--- src/rtl/sbt_pkg.sv ---
// Package for the software breakpoint table: request and response beat types,
// request codes, state machine encoding and fixed field widths.
// No dependencies.
package sbt_pkg;

  localparam int unsigned ADDR_W = 32;
  localparam int unsigned DATA_W = 32;
  localparam int unsigned CFG_W  = 16;

  localparam logic [1:0] REQ_SET    = 2'd0;
  localparam logic [1:0] REQ_REMOVE = 2'd1;
  localparam logic [1:0] REQ_FILTER = 2'd2;

  typedef enum logic [1:0] {
    ST_CLEAR,
    ST_IDLE,
    ST_SCAN,
    ST_DONE
  } sbt_state_e;

  typedef struct packed {
    logic [1:0]        req_type;
    logic [ADDR_W-1:0] addr;
    logic [DATA_W-1:0] mem_word;
  } sbt_req_t;

  typedef struct packed {
    logic              ok;
    logic              mem_write;
    logic [DATA_W-1:0] result_word;
  } sbt_rsp_t;

endpackage

--- src/rtl/sbt_ram.sv ---
// Generic single-write, single-read synchronous RAM with a registered read.
// No dependencies.
module sbt_ram #(
  parameter int unsigned WIDTH = 32,
  parameter int unsigned DEPTH = 64,
  localparam int unsigned AW = (DEPTH > 1) ? $clog2(DEPTH) : 1
) (
  input  logic             clk_i,
  input  logic             we_i,
  input  logic [AW-1:0]    waddr_i,
  input  logic [WIDTH-1:0] wdata_i,
  input  logic [AW-1:0]    raddr_i,
  output logic [WIDTH-1:0] rdata_o
);

  logic [WIDTH-1:0] mem_q [DEPTH];
  logic [WIDTH-1:0] rdata_q;

  always_ff @(posedge clk_i) begin
    if (we_i) begin
      mem_q[waddr_i] <= wdata_i;
    end
    rdata_q <= mem_q[raddr_i];
  end

  assign rdata_o = rdata_q;

endmodule

--- src/rtl/software_breakpoint_table_unit.sv ---
// Software breakpoint table: top level with slot scan, set/remove/filter logic.
// Depends on sbt_pkg and sbt_ram.
//
// A rejected request (zero address on set or remove, unknown code) goes
// straight to the done state; other requests read the slots one per cycle
// through the RAM read port, set and remove stopping at the first hit and a
// filter reading every slot. A new beat is taken only after the last result
// has been put in the output register. After reset a clearing pass zeroes the
// address RAM while input ready stays low; configuration writes are taken always.
module software_breakpoint_table_unit
  import sbt_pkg::*;
#(
  parameter int unsigned ENTRIES     = 64,
  parameter int unsigned WORD_BYTES  = 4,
  parameter int unsigned BREAK_BYTES = 2
) (
  input  logic             clk_i,
  input  logic             rst_ni,
  input  logic             in_valid_i,
  output logic             in_ready_o,
  input  sbt_req_t         in_data_i,
  output logic             out_valid_o,
  input  logic             out_ready_i,
  output sbt_rsp_t         out_data_o,
  input  logic             cfg_valid_i,
  output logic             cfg_ready_o,
  input  logic [CFG_W-1:0] cfg_data_i
);

  // Internal word width follows WORD_BYTES; the port word is zero-extended or
  // truncated to it, and the result is cut back to the port width.
  localparam int unsigned WORD_W   = 8 * WORD_BYTES;
  localparam int unsigned IDX_W    = (ENTRIES > 1) ? $clog2(ENTRIES) : 1;
  localparam int unsigned CNT_W    = $clog2(ENTRIES + 1);
  // Only pattern bytes that fall inside the word take part.
  localparam int unsigned OV_BYTES = (BREAK_BYTES < WORD_BYTES) ? BREAK_BYTES : WORD_BYTES;

  sbt_state_e         state_q, state_d;
  logic [CNT_W-1:0]   cnt_q, cnt_d;
  logic               rv_q;
  logic [IDX_W-1:0]   rv_idx_q;
  logic [1:0]         req_q;
  logic [ADDR_W-1:0]  addr_q;
  logic [WORD_W-1:0]  word_q;
  logic [WORD_W-1:0]  acc_q, acc_d;
  logic               ok_q, ok_d;
  logic               wr_q, wr_d;
  logic [CFG_W-1:0]   pattern_q;
  logic               out_valid_q;
  sbt_rsp_t           out_q;

  logic               in_fire;
  logic               req_bad;
  logic               issue;
  logic               hit;
  logic               last;
  logic               slot_busy;
  logic               out_free;
  logic               out_load;
  logic [WORD_W-1:0]  word_in;
  logic [WORD_W-1:0]  set_word;
  logic [WORD_W-1:0]  filt_word;
  logic signed [ADDR_W+1:0] slot_dist;
  logic [31:0]        pat_wide;

  logic               addr_we;
  logic [IDX_W-1:0]   addr_waddr;
  logic [ADDR_W-1:0]  addr_wdata;
  logic [ADDR_W-1:0]  slot_addr_rd;
  logic               orig_we;
  logic [WORD_W-1:0]  slot_orig_rd;

  // Two memories: slot addresses (cleared after reset) and the original
  // words (only ever used for slots whose address is set).
  sbt_ram #(
    .WIDTH (ADDR_W),
    .DEPTH (ENTRIES)
  ) u_addr_ram (
    .clk_i   (clk_i),
    .we_i    (addr_we),
    .waddr_i (addr_waddr),
    .wdata_i (addr_wdata),
    .raddr_i (cnt_q[IDX_W-1:0]),
    .rdata_o (slot_addr_rd)
  );

  sbt_ram #(
    .WIDTH (WORD_W),
    .DEPTH (ENTRIES)
  ) u_orig_ram (
    .clk_i   (clk_i),
    .we_i    (orig_we),
    .waddr_i (rv_idx_q),
    .wdata_i (word_q),
    .raddr_i (cnt_q[IDX_W-1:0]),
    .rdata_o (slot_orig_rd)
  );

  assign in_ready_o  = (state_q == ST_IDLE);
  assign in_fire     = in_valid_i && in_ready_o;
  assign cfg_ready_o = 1'b1;
  assign out_valid_o = out_valid_q;
  assign out_data_o  = out_q;
  assign out_free    = !out_valid_q || out_ready_i;
  assign out_load    = (state_q == ST_DONE) && out_free;

  assign word_in = WORD_W'({{WORD_W{1'b0}}, in_data_i.mem_word});

  // Requests that finish without touching the table.
  assign req_bad = (in_data_i.req_type != REQ_SET && in_data_i.req_type != REQ_REMOVE &&
                    in_data_i.req_type != REQ_FILTER) ||
                   (in_data_i.req_type != REQ_FILTER && in_data_i.addr == '0);

  // Reads go out one slot per cycle; the registered read data belongs to slot rv_idx_q.
  assign issue     = (state_q == ST_SCAN) && (cnt_q != CNT_W'(ENTRIES));
  assign slot_busy = (slot_addr_rd != '0);
  assign last      = rv_q && (rv_idx_q == IDX_W'(ENTRIES - 1));
  assign hit       = rv_q && (((req_q == REQ_SET) && !slot_busy) ||
                              ((req_q == REQ_REMOVE) && (slot_addr_rd == addr_q)));

  // Break pattern bytes are right-aligned in the register, big-endian.
  assign pat_wide = {{(32 - CFG_W){1'b0}}, pattern_q};

  always_comb begin
    set_word = word_q;
    for (int j = 0; j < OV_BYTES; j++) begin
      set_word[8*(WORD_BYTES-1-j) +: 8] = pat_wide[8*(BREAK_BYTES-1-j) +: 8];
    end
  end

  // Byte j of a breakpoint lands at word byte k when the slot address minus
  // the read address equals k - j. The difference is taken two bits wider so
  // that ranges near the top of the address space compare without wrapping.
  always_comb begin
    filt_word = acc_q;
    slot_dist = $signed({2'b00, slot_addr_rd}) - $signed({2'b00, addr_q});
    for (int j = 0; j < OV_BYTES; j++) begin
      for (int k = 0; k < WORD_BYTES; k++) begin
        if (slot_dist == (ADDR_W + 2)'(k - j)) begin
          filt_word[8*(WORD_BYTES-1-k) +: 8] = slot_orig_rd[8*(WORD_BYTES-1-j) +: 8];
        end
      end
    end
  end

  // Next state.
  always_comb begin
    state_d = state_q;
    case (state_q)
      ST_CLEAR: begin
        if (cnt_q[IDX_W-1:0] == IDX_W'(ENTRIES - 1)) begin
          state_d = ST_IDLE;
        end
      end
      ST_IDLE: begin
        if (in_fire) begin
          state_d = req_bad ? ST_DONE : ST_SCAN;
        end
      end
      ST_SCAN: begin
        if (hit || last) begin
          state_d = ST_DONE;
        end
      end
      ST_DONE: begin
        if (out_free) begin
          state_d = ST_IDLE;
        end
      end
      default: state_d = ST_IDLE;
    endcase
  end

  // Datapath and memory controls.
  always_comb begin
    cnt_d      = cnt_q;
    acc_d      = acc_q;
    ok_d       = ok_q;
    wr_d       = wr_q;
    addr_we    = 1'b0;
    addr_waddr = rv_idx_q;
    addr_wdata = '0;
    orig_we    = 1'b0;
    case (state_q)
      ST_CLEAR: begin
        addr_we    = 1'b1;
        addr_waddr = cnt_q[IDX_W-1:0];
        if (cnt_q[IDX_W-1:0] == IDX_W'(ENTRIES - 1)) begin
          cnt_d = '0;
        end else begin
          cnt_d = cnt_q + 1'b1;
        end
      end
      ST_IDLE: begin
        if (in_fire) begin
          cnt_d = '0;
          wr_d  = 1'b0;
          // A filter always succeeds; set and remove succeed only on a hit.
          ok_d  = !req_bad && (in_data_i.req_type == REQ_FILTER);
          acc_d = ok_d ? word_in : '0;
        end
      end
      ST_SCAN: begin
        if (issue) begin
          cnt_d = cnt_q + 1'b1;
        end
        if (rv_q) begin
          case (req_q)
            REQ_SET: begin
              if (hit) begin
                acc_d      = set_word;
                ok_d       = 1'b1;
                wr_d       = 1'b1;
                addr_we    = 1'b1;
                addr_wdata = addr_q;
                orig_we    = 1'b1;
              end
            end
            REQ_REMOVE: begin
              if (hit) begin
                acc_d   = slot_orig_rd;
                ok_d    = 1'b1;
                wr_d    = 1'b1;
                addr_we = 1'b1;
              end
            end
            REQ_FILTER: begin
              if (slot_busy) begin
                acc_d = filt_word;
              end
            end
            default: acc_d = '0;
          endcase
        end
      end
      ST_DONE: begin
        cnt_d = '0;
      end
      default: cnt_d = '0;
    endcase
  end

  always_ff @(posedge clk_i or negedge rst_ni) begin
    if (!rst_ni) begin
      state_q     <= ST_CLEAR;
      cnt_q       <= '0;
      rv_q        <= 1'b0;
      out_valid_q <= 1'b0;
      pattern_q   <= '0;
    end else begin
      state_q <= state_d;
      cnt_q   <= cnt_d;
      rv_q    <= issue && !(hit || last);
      if (out_load) begin
        out_valid_q <= 1'b1;
      end else if (out_ready_i) begin
        out_valid_q <= 1'b0;
      end
      if (cfg_valid_i && cfg_ready_o) begin
        pattern_q <= cfg_data_i;
      end
    end
  end

  always_ff @(posedge clk_i) begin
    rv_idx_q <= cnt_q[IDX_W-1:0];
    acc_q    <= acc_d;
    ok_q     <= ok_d;
    wr_q     <= wr_d;
    if (in_fire) begin
      req_q  <= in_data_i.req_type;
      addr_q <= in_data_i.addr;
      word_q <= word_in;
    end
    if (out_load) begin
      out_q.ok          <= ok_q;
      out_q.mem_write   <= wr_q;
      out_q.result_word <= DATA_W'({{DATA_W{1'b0}}, acc_q});
    end
  end

endmodule

--- config.mk ---
export PLATFORM = sky130hd
export DESIGN_NAME = software_breakpoint_table_unit
export DESIGN_NICKNAME = d
export VERILOG_FILES = /design/src/rtl/sbt_pkg.sv /design/src/rtl/sbt_ram.sv /design/src/rtl/software_breakpoint_table_unit.sv
export SDC_FILE = /design/constraint.sdc
export NUM_CORES = 2
export LEC_CHECK = 0
export BUFFER_PORTS_ARGS = -buffer_cell sky130_fd_sc_hd__buf_2
export CAP_MARGIN = 20
export CORE_ASPECT_RATIO = 0.8
export CORE_MARGIN = 5
export CORE_UTILIZATION = 52
export DETAILED_ROUTE_END_ITERATION = 8
export PLACE_DENSITY = 0.67
export RECOVER_POWER = 100
export REMOVE_ABC_BUFFERS = 1
export SKIP_LAST_GASP = 1
export SLEW_MARGIN = 20
export SYNTH_ARGS = -nofsm -noshare
export SYNTH_HDL_FRONTEND = slang
export SYNTH_SLANG_ARGS = --single-unit
--- constraint.sdc ---
create_clock -name clk_i -period 9.2 [get_ports clk_i]
set_clock_uncertainty 0.1 [all_clocks]
set_input_delay 0.46 -clock clk_i [delete_from_list [all_inputs] [get_ports clk_i]]
set_output_delay 0.46 -clock clk_i [all_outputs]
set_load 0.02 [all_outputs]
==> impl_metrics.json <==
{
  "placedCellCount": 11399,
  "worstSkewPairLatency_ns": 0.98,
  "async_flop_share_pct": 0.624,
  "ir_worst_vdd_v": 0.000226,
  "syn_avg_cell_area_um2": 23.2,
  "power_leakage_nw": 51.7,
  "synthMuxAreaShare_pct": 17.9,
  "drv_slew": 5576,
  "setup_violations": 0,
  "layout.cells.non_filler": 12286,
  "cts.clk_slew.worst_paths_ns": 0.07,
  "cp_slowest_cell": "clkbuf_1",
  "synth_edf_count": 4230,
  "synth_cell_type_count": 91,
  "start_util_pct": 52.1,
  "via_count": 81095,
  "numCtsBuffers": 410,
  "grt_pass1_vias": 77958,
  "syn_to_final_growth_pct": 12.8,
  "gp_congestion": 0.922,
  "finalInstanceArea_um2": 188000,
  "drt_wl_total_mm": 436,
  "yosysSeqAreaShare_pct": 77.4,
  "violations": "max-capacitance violations, max-slew violations",
  "grt_usage_pct": 26.0,
  "cts_tree": "built",
  "ioPinCount": 124,
  "worst-path-max-fanout": 57,
  "ant_nets": 0,
  "ys.flop_type": "edfxtp_1",
  "antenna_found_initial": 54,
  "period_share_pct": 83.3,
  "synth_most_common_cell": "edfxtp_1",
  "hold_class": "in -> reg",
  "grt_start_max_net_pins": 138,
  "cts-resized-gates": 0,
  "synthAdderAreaFrac_pct": 0.305,
  "htreeDepth": 5,
  "yosysWarnings": 0,
  "synth.top_cells.by_count": "edfxtp_1, mux4_2, clkbuf_1",
  "critPathLaunchType": "register",
  "cts.path.max_buffers": 4,
  "portBuffers": 122,
  "synth_xor_area_share_pct": 0.0998,
  "drt-wirelength-per-cell_um": 35.5,
  "dieArea_um2": 332000,
  "post-cts-setup-buffer-count": 0,
  "ys_top_cells_by_area": "edfxtp_1, mux4_2, dfxtp_1, mux2i_1, clkbuf_1",
  "utilization_pct": 58.8,
  "crit_type": "reg -> reg",
  "worst_slack_ns": 1.53,
  "synth_top_area_cell": "edfxtp_1",
  "grt_pass1_wl_mm": 610,
  "cts_root_buf": "clkbuf_16",
  "viasPerCell": 6.60,
  "tightest_slew_ns": 4.67,
  "rsz0062_at_grt": "false",
  "path_cells": "clkbuf_1 -> buf_4 -> nor2_1 -> a22oi_1 -> o21ai_0 -> a211oi_1 -> a31oi_1",
  "die_h_um": 517,
  "fin_setup_tns_ns": 0,
  "final_layout_size_suffix_gt1_share_pct": 26.8,
  "crit_arrival_ns": 8.31,
  "drc": 0,
  "whs_ns": 0.190,
  "grt_overflow": 0,
  "timing.max_cap.violations": 137,
  "crit_path_max_incr_delay_ns": 3.30,
  "dp_hpwl_mm": 259,
  "period_minus_slack_ns": 7.67,
  "synth_seq_cells": 4327,
  "synthDominantCellAreaShare_pct": 76.2,
  "slew_headroom_pct": -211,
  "hold_viol": 0,
  "run_status": "finished with violations",
  "reg2reg_slack_ns": 1.53,
  "power_mw": 49.9,
  "synthSimpleGateAreaFrac_pct": 1.66,
  "synth_top_family_by_area": "multiplexers",
  "die_width_um": 643,
  "nNetsFinal": 7833,
  "end_kind": "register",
  "powerDensity_nw_per_um2": 265,
  "synth_compound_area_share_pct": 1.66,
  "synthCells": 7188,
  "place_area_um2": 175000,
  "crit_required_ns": 9.84,
  "coreArea_um2": 320000,
  "drt_iter0_drc": 12653,
  "syn_area_um2": 167000,
  "cts_num_sinks": 4327,
  "dp_slack_ns": 3.06,
  "rows": 186,
  "dr.pass1.iters": 6,
  "fmax_mhz": 130
}
-- kinds of logic (layout without fill, tap and decap cells) --
family                   count (synthesis)  in the layout
buffers and inverters                  434           1286
AO/OA/AOI/OAI                          399            399
other                                    1             17
adder cells (fa/ha/maj)                 40             40
flip-flops                            4327           4327
AND/OR/NAND/NOR                        573            573
XOR/XNOR                                19             19
multiplexers                          1395           1395
-- per-layer routing --
metal | global-route usage [%] | part of all wire, % | vias up | routed length, um
li1 | - | - | 31860 | -
met1 | 40.9 | 41 | 43452 | 178000
met2 | 35.8 | 42 | 5042 | 185000
met3 | 7.50 | 13 | 729 | 56900
met4 | 7.32 | 3.5 | 12 | 15200
met5 | 0 | 0.033 | - | 145
-- power breakdown --
part	internal [mW]	switching (mW)	leakage (nW)
registers	22.5	0.339	34.9
logic	3.97	6.46	10.4
clock network	9.43	7.24	6.42
total	35.9	14.0	51.7
-- area by class of cell --
type                    count  area (um2)
diodes                     16        40.0
clock inverters           238        2460
flip-flops and latches   4327      129000
inverters                  49         191
clock buffers             508       10700
fillers                 22305      132000
multi-input cells        2427       36700
well taps                4230        5290
repair buffers            491        3690
-- state kept, by name, summed over array words and instances (netlist names), 2 cells and up --
| signal | count |
|---|---|
| req_q | 2 |
| cnt_q | 7 |
| u_addr_ram.rdata_o | 32 |
| u_orig_ram.mem_q | 2048 |
| u_addr_ram.mem_q | 2048 |
| state_q | 2 |
| pattern_q | 16 |
| out_data_o | 34 |
| u_orig_ram.rdata_o | 32 |
| acc_q | 32 |
| rv_idx_q | 6 |
| addr_q | 32 |
| word_q | 32 |
-- worst paths after layout --
kind	from	end	depth (start not counted)
setup / recovery	cnt_q[2]$_DFFE_PN0P_	u_orig_ram.rdata_o[2]$_DFF_P_	7
hold / removal	in_data_i[20]	word_q[20]$_DFFE_PP_	2
setup reg to reg	cnt_q[2]$_DFFE_PN0P_	u_orig_ram.rdata_o[2]$_DFF_P_	7
hold reg to reg	acc_q[27]$_DFFE_PP_	out_data_o[27]$_DFFE_PP_	0
max in group asynchronous	rst_ni	pattern_q[4]$_DFFE_PN0P_	4
min in group asynchronous	rst_ni	pattern_q[6]$_DFFE_PN0P_	3
-- repair_timing --
action | CTS | global route
endpoints found under the hold margin | 144 | 0
hold buffers | 103 | 0
setup endpoints to repair | 0 | 0
-- critical path, delay by kind of cell, from the launching register on --
family          cells  cell delay (ns)
simple gates        1             0.56
compound gates      4             1.73
flops               1             0.74
buf+inv             2             4.25
-- cells in the final DEF (no fill, tap or decap), types with 19 or more instances in the layout --
master and instances:
edfxtp_1 4230, mux4_2 1262, clkbuf_16 412, clkbuf_1 323
nand2_1 127, mux2i_1 112, nor2_1 104, dlygate4sd3_1 103
a21oi_1 98, nor2_4 95, buf_4 87, clkinv_1 80
clkinv_2 76, dfxtp_1 70, o21ai_0 61, a211oi_1 54
inv_1 47, nor3_1 46, bufinv_16 40, ha_1 39
nor4_1 29, and2_1 27, nor2b_1 26, dfrtp_1 25
buf_12 24, a31oi_1 23, nand4_1 23, buf_2 21
nand3_1 20, mux2_2 20, o22ai_1 19, buf_16 19
(Power assumes the default switching activity.)
